File: config.mk
export PLATFORM = sky130hd
export DESIGN_NAME = ssl_yaw
export DESIGN_NICKNAME = d
export VERILOG_FILES = /design/src/rtl/ssl_pkg.sv /design/src/rtl/ssl_yaw.sv
export SDC_FILE = /design/constraint.sdc
export NUM_CORES = 1
export LEC_CHECK = 0
export BUFFER_PORTS_ARGS = -buffer_cell sky130_fd_sc_hd__buf_2
export CORE_MARGIN = 3
export CORE_UTILIZATION = 24
export CTS_BUF_LIST = sky130_fd_sc_hd__clkbuf_16
export CTS_CLUSTER_SIZE = 10
export DETAILED_ROUTE_END_ITERATION = 16
export GPL_TIMING_DRIVEN = 0
export PLACE_DENSITY = 0.38
export SLEW_MARGIN = 20
export SYNTH_ARGS = -nofsm -noshare
export SYNTH_HDL_FRONTEND = slang
export SYNTH_SLANG_ARGS = --single-unit
File: constraint.sdc
create_clock -name clk -period 9.85 [get_ports clk]
set_clock_uncertainty 0.1 [all_clocks]
set_input_delay 0.985 -clock clk [delete_from_list [all_inputs] [get_ports clk]]
set_output_delay 0.985 -clock clk [all_outputs]
set_load 0.05 [all_outputs]
File: src/rtl/ssl_pkg.sv
`timescale 1ns / 1ps
// Shared types, widths and helpers for the setpoint step limiter.
// No dependencies; used by the interfaces and every module.
package ssl_pkg;

  localparam int POS_W    = 32;               // Q16.16 position
  localparam int MAG_W    = POS_W;            // |goal - now| fits in POS_W bits
  localparam int SQ_W     = 2 * MAG_W;        // one squared component
  localparam int SUM_W    = SQ_W + 2;         // sum of three squares
  localparam int LIM_W    = 31;               // step length limit
  localparam int LIM2_W   = 2 * LIM_W;
  localparam int PROD_W   = MAG_W + LIM_W;    // |d| * limit
  localparam int ROOT_W   = SUM_W / 2;        // floor(sqrt(sum))
  localparam int Q_W      = MAG_W;            // quotient never exceeds |d| when the step is limited
  localparam int SQRT_LAT = ROOT_W;           // one root bit per stage
  localparam int DIV_LAT  = Q_W;              // one quotient bit per stage
  localparam int PIPE_LAT = 4 + SQRT_LAT + DIV_LAT + 1;

  localparam int HEAD_W = 16;                 // Q2.13 yaw
  localparam int YLIM_W = 15;
  localparam int WRAP_W = HEAD_W + 2;
  localparam logic signed [WRAP_W-1:0] YAW_PI     = 18'sd25736;
  localparam logic signed [WRAP_W-1:0] YAW_TWO_PI = 18'sd51472;

  localparam int CFG_IDX_W  = 2;
  localparam int CFG_DATA_W = 32;
  localparam logic [CFG_IDX_W-1:0] CFG_STEP_LENGTH_LIMIT = 2'd0;
  localparam logic [CFG_IDX_W-1:0] CFG_YAW_STEP_LIMIT    = 2'd1;
  localparam logic [LIM_W-1:0]  STEP_LIMIT_RESET = 31'd52429;
  localparam logic [YLIM_W-1:0] YAW_LIMIT_RESET  = 15'd4289;

  typedef struct packed {
    logic signed [POS_W-1:0]  goal_x;
    logic signed [POS_W-1:0]  goal_y;
    logic signed [POS_W-1:0]  goal_z;
    logic signed [HEAD_W-1:0] goal_heading;
    logic signed [POS_W-1:0]  now_x;
    logic signed [POS_W-1:0]  now_y;
    logic signed [POS_W-1:0]  now_z;
    logic signed [HEAD_W-1:0] now_heading;
  } in_item_t;

  typedef struct packed {
    logic signed [POS_W-1:0]  out_x;
    logic signed [POS_W-1:0]  out_y;
    logic signed [POS_W-1:0]  out_z;
    logic signed [HEAD_W-1:0] out_heading;
  } out_item_t;

  // Data that rides alongside the root and divider pipelines
  typedef struct packed {
    logic [2:0][POS_W-1:0]  goal;
    logic [2:0][POS_W-1:0]  now;
    logic [2:0]             neg;
    logic [HEAD_W-1:0]      heading;
    logic                   take_goal;
    logic [2:0][PROD_W-1:0] prod;
  } side_t;

  // Bring a yaw sum or difference into (-pi, pi]; one correction suffices
  function automatic logic signed [WRAP_W-1:0] yaw_wrap(input logic signed [WRAP_W-1:0] a);
    logic signed [WRAP_W-1:0] r;
    r = a;
    if (a > YAW_PI) begin
      r = a - YAW_TWO_PI;
    end else if (a <= -YAW_PI) begin
      r = a + YAW_TWO_PI;
    end
    return r;
  endfunction

endpackage

File: src/rtl/ssl_yaw.sv
`timescale 1ns / 1ps
// Two-stage yaw path: wrap the difference, clamp it, add and wrap again.
// Depends on ssl_pkg.
module ssl_yaw (
  input  logic                              clk,
  input  logic                              en,
  input  logic signed [ssl_pkg::HEAD_W-1:0] goal_heading,
  input  logic signed [ssl_pkg::HEAD_W-1:0] now_heading,
  input  logic [ssl_pkg::YLIM_W-1:0]        yaw_limit,
  output logic signed [ssl_pkg::HEAD_W-1:0] heading
);

  localparam int WRAP_W = ssl_pkg::WRAP_W;

  logic signed [ssl_pkg::WRAP_W-1:0] diff_raw;
  logic signed [ssl_pkg::HEAD_W-1:0] diff;
  logic signed [ssl_pkg::HEAD_W-1:0] base;
  logic signed [ssl_pkg::WRAP_W-1:0] lim;
  logic signed [ssl_pkg::WRAP_W-1:0] clamped;
  logic signed [ssl_pkg::WRAP_W-1:0] sum_wrapped;

  // First stage: wrapped difference
  assign diff_raw = ssl_pkg::yaw_wrap(WRAP_W'(goal_heading) - WRAP_W'(now_heading));

  always_ff @(posedge clk) begin
    if (en) begin
      diff <= diff_raw[ssl_pkg::HEAD_W-1:0];
      base <= now_heading;
    end
  end

  // Second stage: clamp to the limit, add and wrap
  always_comb begin
    lim     = $signed({{(WRAP_W-ssl_pkg::YLIM_W){1'b0}}, yaw_limit});
    clamped = WRAP_W'(diff);
    if (clamped > lim) begin
      clamped = lim;
    end
    if (clamped < -lim) begin
      clamped = -lim;
    end
    sum_wrapped = ssl_pkg::yaw_wrap(WRAP_W'(base) + clamped);
  end

  always_ff @(posedge clk) begin
    if (en) begin
      heading <= sum_wrapped[ssl_pkg::HEAD_W-1:0];
    end
  end

endmodule

Yosys cells after proc, flatten, opt, wreduce, memory -nomap -nowiden --
Cells that the tools add are included. W data, S select, Z words.
Storage, ports and cells: output and inout port bits 16, register bits 48
Operators by class: $lt $le $gt $ge 6, $add $sub $neg 7, multiplexer cells 6
Operators with widths (number):
- $mux W16 | 4
- $mux W18 | 2
- $add A16 B15 Y16 const B | 2
- $sub A16 B15 Y16 const B | 2
- $add A16 B18 Y18 | 1
- $gt A18 B16 Y1 const B | 1
- $le A18 B16 Y1 const B | 1
- $lt A18 B18 Y1 | 1
- $neg A15 Y18 | 1
- $gt A17 B16 Y1 const B | 1
- $le A17 B16 Y1 const B | 1
- $sub A16 B16 Y17 | 1
- $gt A16 B16 Y1 | 1

Logic depth before layout (Yosys ltp) --
depth after elaboration 8, mapped depth 40, mapped depth without buffers 37

Worst setup path after synthesis --
OpenSTA, ideal clock, no wires.
path kind input to register, start input port yaw_limit[13] (netlist name), end register heading[4] (netlist name) (data pin), setup time 0.259 ns, stages 34, arrival 8.045 ns, buffers on the path 4, path slack 1.445 ns, cell sequence inv_1 ha_1 a21o_1 a21oi_2 nor3b_4 a31o_2 buf_6 clkbuf_1 o21ai_0 ha_1 nand4_1 or2_2 nor2_1 o2111ai_1 or4b_1 nand3_1 xor2_1 clkbuf_1 o21ai_0 o31ai_1 ha_1 inv_1 fa_1 nand2b_1 a21oi_1 o31ai_1 o2bb2ai_1 a211oi_1 a311oi_1 or3_1 clkbuf_1 nand3_1 o21ai_0 xnor2_1
On the way: cells in the longest elaborated chain, start to end 8
Ends and longest elaborated chain:
- start, declared | line ssl_yaw.sv:9 | input logic [ssl_pkg::YLIM_W-1:0] yaw_limit,
- $gt A16 B16 Y1 | line ssl_yaw.sv:36 | if (clamped > lim) begin
- $mux W18 | line ssl_yaw.sv:36
- $lt A18 B18 Y1 | line ssl_yaw.sv:39 | if (clamped < -lim) begin
- $mux W18 (*) | line ssl_yaw.sv:39
- $add A16 B18 Y18 (*) | line ssl_yaw.sv:42 | sum_wrapped = ssl_pkg::yaw_wrap(WRAP_W'(base) + clamped);
- $add A16 B15 Y16 / $le A18 B16 Y1 (equally long branches) | line ssl_pkg.sv:67, ssl_pkg.sv:66
- $mux W16 | line ssl_pkg.sv:66 | end else if (a <= -YAW_PI) begin
- $mux W16 (*) | line ssl_pkg.sv:64 | if (a > YAW_PI) begin
- named net sum_wrapped, one bit | line ssl_yaw.sv:20 | logic signed [ssl_pkg::WRAP_W-1:0] sum_wrapped;
- end signal, assigned | line ssl_yaw.sv:47 | heading <= sum_wrapped[ssl_pkg::HEAD_W-1:0];
- end, declared | line ssl_yaw.sv:10 | output logic signed [ssl_pkg::HEAD_W-1:0] heading
The timed path passes the listed nets; every way through them passes the cells marked *. A chain may end at the register's enable or synchronous reset.

Worst setup path after layout --
start input port yaw_limit[10] (netlist name), end register heading[15] (netlist name) (data pin)
The elaborated chain is that of the path after synthesis.

==> results by group <==
Outcome
  • Outcome: finished, final reports clean

Synthesis
  • Synth top cells by count: ha_1, inv_1, nand2_1
  • Most frequent cell after synthesis: ha_1
  • Synth top area share: 24.4%
  • Yosys reg bits: 48
  • Post-synth EDFFs: 48
  • Synth area leader: edfxtp_1
  • Post-Syn Instances: 705
  • Share of the yosys chip area belonging to registers: 24.4%
  • Count of warnings emitted by yosys: 0
  • Ranking of synthesized cells by area: edfxtp_1, ha_1, xnor2_1, a21oi_1, inv_1
  • Avg Cell Area, Syn: 8.36 um2
  • Synth Cell Area: 0.00590 mm2
  • Mapped Nets: 827
  • Async set-reset flop share out of synthesis: 0%
  • Distinct cells, synth: 67
  • Ys flop type: edfxtp_1

Power
  • Seq pwr share: 16.5%
  • Total design power: 2290 uW
  • Worst VDD drop: 0.136 mV
  • Sw power: 1160 uW
  • Clock network fraction of total power: 8.8%
  • Leak: 0.00292 uW
  • Combinational power share: 74.8%
  • Pwr/cell area: 335 mW/mm2
  • Net Sw Frac: 50.8%
  • Internal cell power: 1130 uW

Timing
  • Final period util: 94.3%
  • Min Tclk post-route: 9280 ps
  • Final setup vio count: 0
  • Rel. slew slack: 40.4%
  • Final setup margin: 566 ps
  • Worst-margin pin slew: 880 ps
  • Final hold viol count: 0
  • Fin. max-slew vios: 0
  • Final TNS setup: 0 ps
  • RSZ-0062 raised after global routing: false
  • Max Clk Rate: 0.108 GHz

Floorplan
  • Num rows: 56
  • Starting Density: 24.7%
  • Core ar.: 0.0238 mm2
  • Die Span Y: 163 um
  • # IOs: 65
  • Die area: 0.0265 mm2
  • Die width: 163 um

CTS
  • CTS Buf Count: 5
  • Worst-skew pair later-pin latency: 300 ps
  • TritonCTS Sinks: 48
  • H-tree depth: 2
  • Post CTS Setup Buffer Count: 0
  • Max Buffers Root-to-Sink: 2
  • Root buffer cell: clkbuf_16
  • Reg clk slew, reported paths: 70 ps
  • CTS Hold Buffers Added: 0
  • CTS tree: yes

Routing
  • Vias/cell: 4.89
  • Post-Route WL: 17000 um
  • Antenna viol nets, final: 0
  • Drt pass-1 iters: 4
  • M1 wire length: 7510 um
  • Starting DRC count in detailed routing: 216
  • Met3 routed WL: 654 um
  • Average routed wire per standard cell: 15.5 um
  • Post-route DRC: 0
  • Top Layer Used: met5
  • Vias after detailed routing: 5360
  • WL met2: 8590 um

Flow run
  • # Max-Cap Violations: 0

Place
  • Placer congestion estimate: 0.841
  • IO buf count: 64
  • Setup WS pre-CTS: -758 ps
  • DP Cell Count: 1088
  • Dpl hpwl: 14400 um

Global route
  • Vias in the first global route: 5367
  • Largest net degree at the start of global routing: 49
  • Antenna violations before repair: 2
  • Grt total ovfl: 0
  • First-pass GRT wire length: 27200 um
  • GRT Util Overall: 12.8%

Worst setup path
  • CP Launch Type: input pin
  • Crit-path max FO: 10
  • Slowest CP cell: or4b_1
  • Crit path top cell by count: ha_1
  • Critical Path RT: 9790 ps
  • Critical path class: in2reg
  • Largest stage delay, worst path: 590 ps
  • Critical Path End Type: register
  • Arrival time at the worst endpoint: 9220 ps

Cells and area
  • Nets: 898
  • Post-layout util: 28.7%
  • Final std cells w/o fill: 1096
  • Number of diodes: 0
  • Area growth from synthesis to layout: 16.2%
  • Share of layout cells above drive strength 1: 12.7%

Worst hold path
  • HP Class: reg2reg
## per-layer routing
metal / GRT usage (%) / vias up
li1: - / 2792
met1: 15.6 / 2459
met2: 23.5 / 90
met3: 2.14 / 15
met4: 2.88 / 4
met5: 0 / -
## worst max-delay path: cells and delay by family
| kind | cells | cell delay, ps |
|---|---|---|
| AO/OA/AOI/OAI | 11 | 2120 |
| XOR/XNOR | 3 | 770 |
| adder cells (fa/ha/maj) | 5 | 1500 |
| buffers and inverters | 7 | 1150 |
| AND/OR/NAND/NOR | 11 | 2670 |
## layout make-up
class	instances	area, um2
inverter	64	240
multi-input combinational	576	4190
tap	319	399
timing repair buffer	64	323
fill	2615	17000
sequential	48	1440
clock inverter	3	42.5
clock buffer	5	125
buffer	17	83.8
## sequential cells by signal, summed over array words and instances (netlist names)
signal and flops:
diff 16, heading 16, base 16
## cells by family after synthesis
group                      share of synthesized area [%]
DFF                                                 24.4
buffers and inverters                               5.41
AOI/OAI and AO/OA                                   26.1
and+or+nand+nor                                     17.7
xor gates and xnor gates                            8.32
adders and majority gates                           15.7
muxes                                               2.23
## power groups by stage
| stage | clock network (uW) | registers (uW) | logic [uW] |
|---|---|---|---|
| 2_1_floorplan | 0 | 499 | 1200 |
| 4_1_cts | 208 | 379 | 1700 |
| 3_3_place_gp | 0 | 384 | 1670 |
| 5_1_grt | 218 | 385 | 1920 |
| 6_report | 201 | 377 | 1710 |
| 3_5_place_dp | 0 | 383 | 1680 |
## timing repair
item	CTS	global route
gates resized for setup	2	16
gates cloned	0	0
setup endpoints to repair	12	12
pin swaps	0	0
## per-stage QoR
step / hold WS (ps) / instance area [um2]
finish: 574 / 6850
global placement: 589 / 6620
CTS: 590 / 6790
floorplan: 450 / 5900
detailed placement: 571 / 6620
global route: 614 / 6850
## worst paths after layout
path,startpoint,cells after the start,slack (ps),to
setup / recovery,yaw_limit[10],37,570,heading[15]
hold / removal,base[0],1,570,heading[0]
setup reg to reg,diff[5],35,1040,heading[15]
hold reg to reg,base[0],1,570,heading[0]
## placed cells by master, fill, tap and decap left out, types with 11 or more instances in the layout
cell and count:
mux2i_1 12, ha_1 71, clkbuf_1 11, nor3_1 17, a21oi_1 52, nand2_1 56
nand3_1 22, inv_1 64, xnor2_1 43, o21ai_0 38, buf_2 64, a21o_1 16
nor2_1 46, edfxtp_1 48
Power figures use the tool's default switching activity.
