**src/rtl/ssl_pkg.sv**
```systemverilog
`timescale 1ns / 1ps
// Shared types, widths and helpers for the setpoint step limiter.
// No dependencies; used by the interfaces and every module.
package ssl_pkg;

  localparam int POS_W    = 32;               // Q16.16 position
  localparam int MAG_W    = POS_W;            // |goal - now| fits in POS_W bits
  localparam int SQ_W     = 2 * MAG_W;        // one squared component
  localparam int SUM_W    = SQ_W + 2;         // sum of three squares
  localparam int LIM_W    = 31;               // step length limit
  localparam int LIM2_W   = 2 * LIM_W;
  localparam int PROD_W   = MAG_W + LIM_W;    // |d| * limit
  localparam int ROOT_W   = SUM_W / 2;        // floor(sqrt(sum))
  localparam int Q_W      = MAG_W;            // quotient never exceeds |d| when the step is limited
  localparam int SQRT_LAT = ROOT_W;           // one root bit per stage
  localparam int DIV_LAT  = Q_W;              // one quotient bit per stage
  localparam int PIPE_LAT = 4 + SQRT_LAT + DIV_LAT + 1;

  localparam int HEAD_W = 16;                 // Q2.13 yaw
  localparam int YLIM_W = 15;
  localparam int WRAP_W = HEAD_W + 2;
  localparam logic signed [WRAP_W-1:0] YAW_PI     = 18'sd25736;
  localparam logic signed [WRAP_W-1:0] YAW_TWO_PI = 18'sd51472;

  localparam int CFG_IDX_W  = 2;
  localparam int CFG_DATA_W = 32;
  localparam logic [CFG_IDX_W-1:0] CFG_STEP_LENGTH_LIMIT = 2'd0;
  localparam logic [CFG_IDX_W-1:0] CFG_YAW_STEP_LIMIT    = 2'd1;
  localparam logic [LIM_W-1:0]  STEP_LIMIT_RESET = 31'd52429;
  localparam logic [YLIM_W-1:0] YAW_LIMIT_RESET  = 15'd4289;

  typedef struct packed {
    logic signed [POS_W-1:0]  goal_x;
    logic signed [POS_W-1:0]  goal_y;
    logic signed [POS_W-1:0]  goal_z;
    logic signed [HEAD_W-1:0] goal_heading;
    logic signed [POS_W-1:0]  now_x;
    logic signed [POS_W-1:0]  now_y;
    logic signed [POS_W-1:0]  now_z;
    logic signed [HEAD_W-1:0] now_heading;
  } in_item_t;

  typedef struct packed {
    logic signed [POS_W-1:0]  out_x;
    logic signed [POS_W-1:0]  out_y;
    logic signed [POS_W-1:0]  out_z;
    logic signed [HEAD_W-1:0] out_heading;
  } out_item_t;

  // Data that rides alongside the root and divider pipelines
  typedef struct packed {
    logic [2:0][POS_W-1:0]  goal;
    logic [2:0][POS_W-1:0]  now;
    logic [2:0]             neg;
    logic [HEAD_W-1:0]      heading;
    logic                   take_goal;
    logic [2:0][PROD_W-1:0] prod;
  } side_t;

  // Bring a yaw sum or difference into (-pi, pi]; one correction suffices
  function automatic logic signed [WRAP_W-1:0] yaw_wrap(input logic signed [WRAP_W-1:0] a);
    logic signed [WRAP_W-1:0] r;
    r = a;
    if (a > YAW_PI) begin
      r = a - YAW_TWO_PI;
    end else if (a <= -YAW_PI) begin
      r = a + YAW_TWO_PI;
    end
    return r;
  endfunction

endpackage

```
**src/rtl/ssl_sqrt.sv**
```systemverilog
`timescale 1ns / 1ps
// Pipelined integer square root, one root bit resolved per stage.
// Depends on ssl_pkg for widths.
module ssl_sqrt (
  input  logic                        clk,
  input  logic                        en,
  input  logic [ssl_pkg::SUM_W-1:0]   radicand,
  output logic [ssl_pkg::ROOT_W-1:0]  root
);

  localparam int RW  = ssl_pkg::ROOT_W;
  localparam int SW  = ssl_pkg::SUM_W;
  localparam int RMW = RW + 3;

  logic [SW-1:0]  rad_q  [RW];
  logic [RMW-1:0] rem_q  [RW];
  logic [RW-1:0]  root_q [RW];

  for (genvar k = 0; k < RW; k++) begin : g_stage
    logic [SW-1:0]  rad_in;
    logic [RMW-1:0] rem_in;
    logic [RW-1:0]  root_in;
    logic [RMW-1:0] rem_sh;
    logic [RMW-1:0] trial;
    logic           ge;

    if (k == 0) begin : g_first
      assign rad_in  = radicand;
      assign rem_in  = '0;
      assign root_in = '0;
    end else begin : g_rest
      assign rad_in  = rad_q[k-1];
      assign rem_in  = rem_q[k-1];
      assign root_in = root_q[k-1];
    end

    // Bring down two radicand bits and try the next root bit
    assign rem_sh = {rem_in[RMW-3:0], rad_in[SW-1:SW-2]};
    assign trial  = {root_in, 2'b01};
    assign ge     = rem_sh >= trial;

    always_ff @(posedge clk) begin
      if (en) begin
        rad_q[k]  <= {rad_in[SW-3:0], 2'b00};
        rem_q[k]  <= ge ? rem_sh - trial : rem_sh;
        root_q[k] <= {root_in[RW-2:0], ge};
      end
    end
  end

  assign root = root_q[RW-1];

endmodule

```
**config.mk**
```make
export PLATFORM = sky130hd
export DESIGN_NAME = ssl_sqrt
export DESIGN_NICKNAME = d
export VERILOG_FILES = /design/src/rtl/ssl_pkg.sv /design/src/rtl/ssl_sqrt.sv
export SDC_FILE = /design/constraint.sdc
export NUM_CORES = 2
export LEC_CHECK = 0
export CAP_MARGIN = 20
export CORE_MARGIN = 2
export CORE_UTILIZATION = 28
export DETAILED_ROUTE_END_ITERATION = 12
export DONT_BUFFER_PORTS = 1
export HOLD_SLACK_MARGIN = 0.15
export PLACE_DENSITY = 0.48
export SLEW_MARGIN = 20
export SYNTH_ARGS = -nofsm -noshare
export SYNTH_HDL_FRONTEND = slang
export SYNTH_MEMORY_MAX_BITS = 65536
export SYNTH_SLANG_ARGS = --single-unit
```
**constraint.sdc**
```tcl
create_clock -name clk -period 4.9 [get_ports clk]
set_input_delay 0.49 -clock clk [delete_from_list [all_inputs] [get_ports clk]]
set_output_delay 0.49 -clock clk [all_outputs]
set_load 0.1 [all_outputs]
```
; Yosys cells after proc, flatten, opt, wreduce, memory -nomap -nowiden
; Memories as Yosys holds them, arrays and structs flattened.
; Index checks and enable logic that the tools add are counted.
[totals]
reg_bits = 0
ramBits = 4389
output_inout_bits = 33
memories = 3
[memory_table]
columns = memory, depth, word_bits, rd, rd_ports_with_merged_regs, write_ports, line_no
row1 = rad_q, 33, 64, 32, 0, 33, ssl_sqrt.sv:15  ; logic [SW-1:0] rad_q [RW];
row2 = rem_q, 33, 36, 32, 0, 33, ssl_sqrt.sv:16  ; logic [RMW-1:0] rem_q [RW];
row3 = root_q, 33, 33, 33, 0, 33, ssl_sqrt.sv:17  ; logic [RW-1:0] root_q [RW];
[op_classes]
addsub = 33
magnitude_cmp = 33
mux = 35
[ops]
columns = operator, count
row1 = 2-to-1 mux 36 bit, 33
row2 = greater-or-equal comparator 36 x 35 -> 1 bit, 32
row3 = subtractor 36 x 35 -> 36 bit, 32
row4 = subtractor 2 x 1 -> 3 bit (second input constant), 1
row5 = greater-or-equal comparator 2 x 1 -> 1 bit (second input constant), 1
row6 = 2-to-1 mux 1 bit, 2

; Depth between registers and ports, before layout
; An unclocked memory read counts as a cell.
[depth]
word_depth = 3
depth_mapped = 15
mapped_depth_nobuf = 13

; Worst setup path before layout
; No wires, ideal clock.
[synth_path]
path_type = reg2reg
start = memory rem_q[0][222] (netlist name)
end = memory rem_q[0][275] (netlist name), data pin
setup_ns = 0.258
t_arrival_ns = 3.260
path_slack_ns = 1.382
path_stages_with_launch = 14
n_path_buf = 2
period_less_slack_ns = 3.518
cell_sequence = edfxtp_1 -> ha_1 -> nor4_2 -> nand3_1 -> or3_1 -> or3_1 -> clkbuf_1 -> or4_4 -> nor2_4 -> nand3_1 -> o21bai_1 -> buf_2 -> nand4b_1 -> xnor2_1
[synth_lines]
columns = item, line_no
row1 = "start, declared", ssl_sqrt.sv:16

==> flow_metrics.env <==
export IMPL_antenna_found_initial=2
export IMPL_first_iter_violations=5128
export IMPL_fp_dieH_um=667
export IMPL_path_delay_family="compound AO/OA/AOI/OAI gates"
export IMPL_critical_path_buf_inv_count=1
export IMPL_setup_violations=0
export IMPL_worstMarginPinSlew_ps=1100
export IMPL_cts_root_buf="clkbuf_16"
export IMPL_path_cells="ha_1 -> nor2b_1 -> o2111ai_1 -> a211oi_1 -> nor3_1 -> nor3_1 -> or3_1 -> a41o_1 -> a21oi_1 -> inv_2 -> mux2_2"
export IMPL_status="finished clean"
export IMPL_ys_seq_area_share_pct=64.8
export IMPL_drc_errors=0
export IMPL_initial_core_util_pct=28.1
export IMPL_finalMaxSlewViolations=0
export IMPL_hold_path_class="input port to flip-flop"
export IMPL_finalCritPeriodShare_pct=91.3
export IMPL_max_cap_violations=0
export IMPL_hold_depth=1
export IMPL_path_depth=11
export IMPL_hpwlAfterDp_um=187000
export IMPL_min_to="rad_q[0][31]$_DFFE_PP_"
export IMPL_crit_top_cell="nor3_1"
export IMPL_worst_setup_path_type="flip-flop to flip-flop"
export IMPL_hold_violations=0
export IMPL_finalCriticalPeriod_ps=4470
export IMPL_final_layout_size_suffix_gt1_share_pct=7.53
export IMPL_rr_endpoint="rem_q[0][1015]$_DFFE_PP_"
export IMPL_pin_count=101
export IMPL_path_max_fanout=55
export IMPL_grt_pass1_wl_um=416000
export IMPL_wirelength_um=264000
export IMPL_grt_pass1_vias=73900
export IMPL_leakagePower_nw=53.1
export IMPL_via_per_inst=4.63
export IMPL_synth_area_um2=123000
export IMPL_cts_tree="done"
export IMPL_core_rowCount=243
export IMPL_ys_ff_latch=2654
export IMPL_clkSlewWorstSetupHoldPaths_ps=60
export IMPL_synth_nets=10100
export IMPL_first_pass_iters=6
export IMPL_rsz0062_at_grt="false"
export IMPL_final_cell_mix="edfxtp_1 (2654), inv_1 (735), nand2_1 (658)"
export IMPL_final_common_cell="edfxtp_1"
export IMPL_pwr_density_cell_nw_per_um2=476
export IMPL_wire_per_inst_um=16.7
export IMPL_slowest_delay_ps=540
export IMPL_grtUsageTotal_pct=11.6
export IMPL_avgSynthCellArea_um2=13.1
export IMPL_clkSinkCount=2654
export IMPL_worstPathArrival_ps=5080
export IMPL_peakVddDrop_mv=0.343
export IMPL_portBuffers=0
export IMPL_critPathCaptureType="flip-flop"
export IMPL_total_power_mw=67.7
export IMPL_synth_edf_count=2654
export IMPL_overflow=0
export IMPL_async_flop_share_pct=0
export IMPL_core_area_um2=438000
export IMPL_critPathLaunchType="flip-flop"
export IMPL_synth_cell_type_count=96
export IMPL_synth_flop_cell="edfxtp_1"
export IMPL_r2r_cells=11
export IMPL_vias=73100
export IMPL_r2r_start="rem_q[0][972]$_DFFE_PP_"
export IMPL_ant_nets=0
export IMPL_r2r_slack_ps=430
export IMPL_clk_latency_ps=920
export IMPL_die_area_um2=445000
export IMPL_post_cts_resize_count=0
export IMPL_gp_congestion=0.867
export IMPL_max_slew_margin_pct=26.1
export IMPL_syn2layout_area_growth_pct=15.6
export IMPL_nets=10400
export IMPL_finClkSkew_ps=69.4
export IMPL_dp_cells=15100
export IMPL_htree_levels=5
export IMPL_hold_start="en"
export IMPL_die_w_um=667
export IMPL_slowest_stage="inv_2"
export IMPL_cts_made_buffers=318
export IMPL_stdcell_count=15800
export IMPL_fmax_ghz=0.224
export IMPL_yosysWarningCount=0
export IMPL_cts_hold_buf=119
export IMPL_clockBufferDepth=4
export IMPL_tns_ps=0
export IMPL_grt_start_max_net_pins=128
export IMPL_cp_required_ps=5510
export IMPL_cts_setup_buffers=0
export IMPL_netlist_instances=9392
[layout make-up]
| class | count | area, um2 |
|---|---|---|
| Clock inverter | 187 | 1930 |
| Timing Repair Buffer | 218 | 2300 |
| Clock buffer | 381 | 8300 |
| Sequential cell | 2654 | 79700 |
| Antenna cell | 2 | 5.00 |
| Multi-Input combinational cell | 5843 | 40000 |
| Inverter | 737 | 2770 |
| Tap cell | 5757 | 7200 |
| Fill cell | 43100 | 296000 |
[per-layer routing]
layer | vias to the layer above | part of all wire, % | track usage [%]
met5 | - | 0 | 0
met4 | 0 | 3.6 | 4.07
met3 | 540 | 3.7 | 1.57
met2 | 1362 | 50 | 20.6
met1 | 35600 | 43 | 14.4
li1 | 35600 | - | -
[registers in the layout, summed over array words and instances, names as in the netlist]
signal / flops
root_q: 561
rad_q: 1056
rem_q: 1037
[synth_stat cells (18+ instances only)]
| cell type | n | area share, % |
|---|---|---|
| edfxtp_1 | 2654 | 65 |
| inv_1 | 735 | 2.2 |
| nand2_1 | 658 | 2.0 |
| ha_1 | 596 | 6.1 |
| a21oi_1 | 567 | 2.3 |
| nor2_1 | 519 | 1.6 |
| o21ai_0 | 496 | 2.0 |
| xnor2_1 | 468 | 3.3 |
| xor2_1 | 410 | 2.9 |
| a21o_1 | 274 | 1.7 |
| nor3_1 | 230 | 0.94 |
| nand3_1 | 150 | 0.61 |
| clkbuf_1 | 134 | 0.41 |
| nand2b_1 | 115 | 0.58 |
| nor4_1 | 112 | 0.57 |
| mux2_2 | 100 | 0.92 |
| nand4_1 | 99 | 0.50 |
| nor2b_1 | 92 | 0.47 |
| o21a_1 | 92 | 0.56 |
| or3_1 | 89 | 0.45 |
| o21bai_1 | 62 | 0.38 |
| o31ai_1 | 62 | 0.38 |
| a211oi_1 | 55 | 0.34 |
| or4_1 | 54 | 0.33 |
| and3_1 | 52 | 0.26 |
| or2_2 | 50 | 0.25 |
| a31oi_1 | 45 | 0.23 |
| and2_1 | 30 | 0.15 |
| o211ai_1 | 27 | 0.16 |
| a21boi_0 | 25 | 0.15 |
| nand3b_1 | 23 | 0.14 |
| and4_1 | 18 | 0.13 |
[cells by family after synthesis]
logic type / after synthesis / share of synthesized area [%]
and+or+nand+nor: 2356 / 9.50
adders and majority gates: 596 / 6.06
buffers and inverters: 895 / 2.75
DFF: 2654 / 64.8
xor gates and xnor gates: 878 / 6.25
muxes: 103 / 0.940
AOI/OAI and AO/OA: 1909 / 9.70
other: 1 / 0.00305
[worst max path at each step]
stage | end | startpoint | slack [ps]
detailed placement | rem_q[0][1015]$_DFFE_PP_ | rem_q[0][972]$_DFFE_PP_ | 550
global route | rem_q[0][1015]$_DFFE_PP_ | rem_q[0][972]$_DFFE_PP_ | 110
finish | rem_q[0][1015]$_DFFE_PP_ | rem_q[0][972]$_DFFE_PP_ | 430
global placement | rem_q[0][1012]$_DFFE_PP_ | rem_q[0][985]$_DFFE_PP_ | 640
floorplan | rem_q[0][275]$_DFFE_PP_ | rem_q[0][222]$_DFFE_PP_ | 1380
CTS | rem_q[0][1015]$_DFFE_PP_ | rem_q[0][972]$_DFFE_PP_ | 480
[power breakdown]
group | internal, mW | switching, mW | leakage, nW
logic | 5.81 | 7.67 | 22.6
clock network | 13.7 | 9.54 | 4.98
registers | 28.8 | 2.08 | 25.6
total | 48.4 | 19.3 | 53.1
[through the flow]
stage	hold WS, ps	utilization, %	cell area (um2)	setup WS (ps)
floorplan	400	-	123000	1380
global placement	400	29.9	131000	639
detailed placement	405	29.9	131000	545
CTS	155	32.5	142000	477
global route	183	32.5	142000	108
finish	222	32.5	142000	429
(Power assumes the default switching activity.)
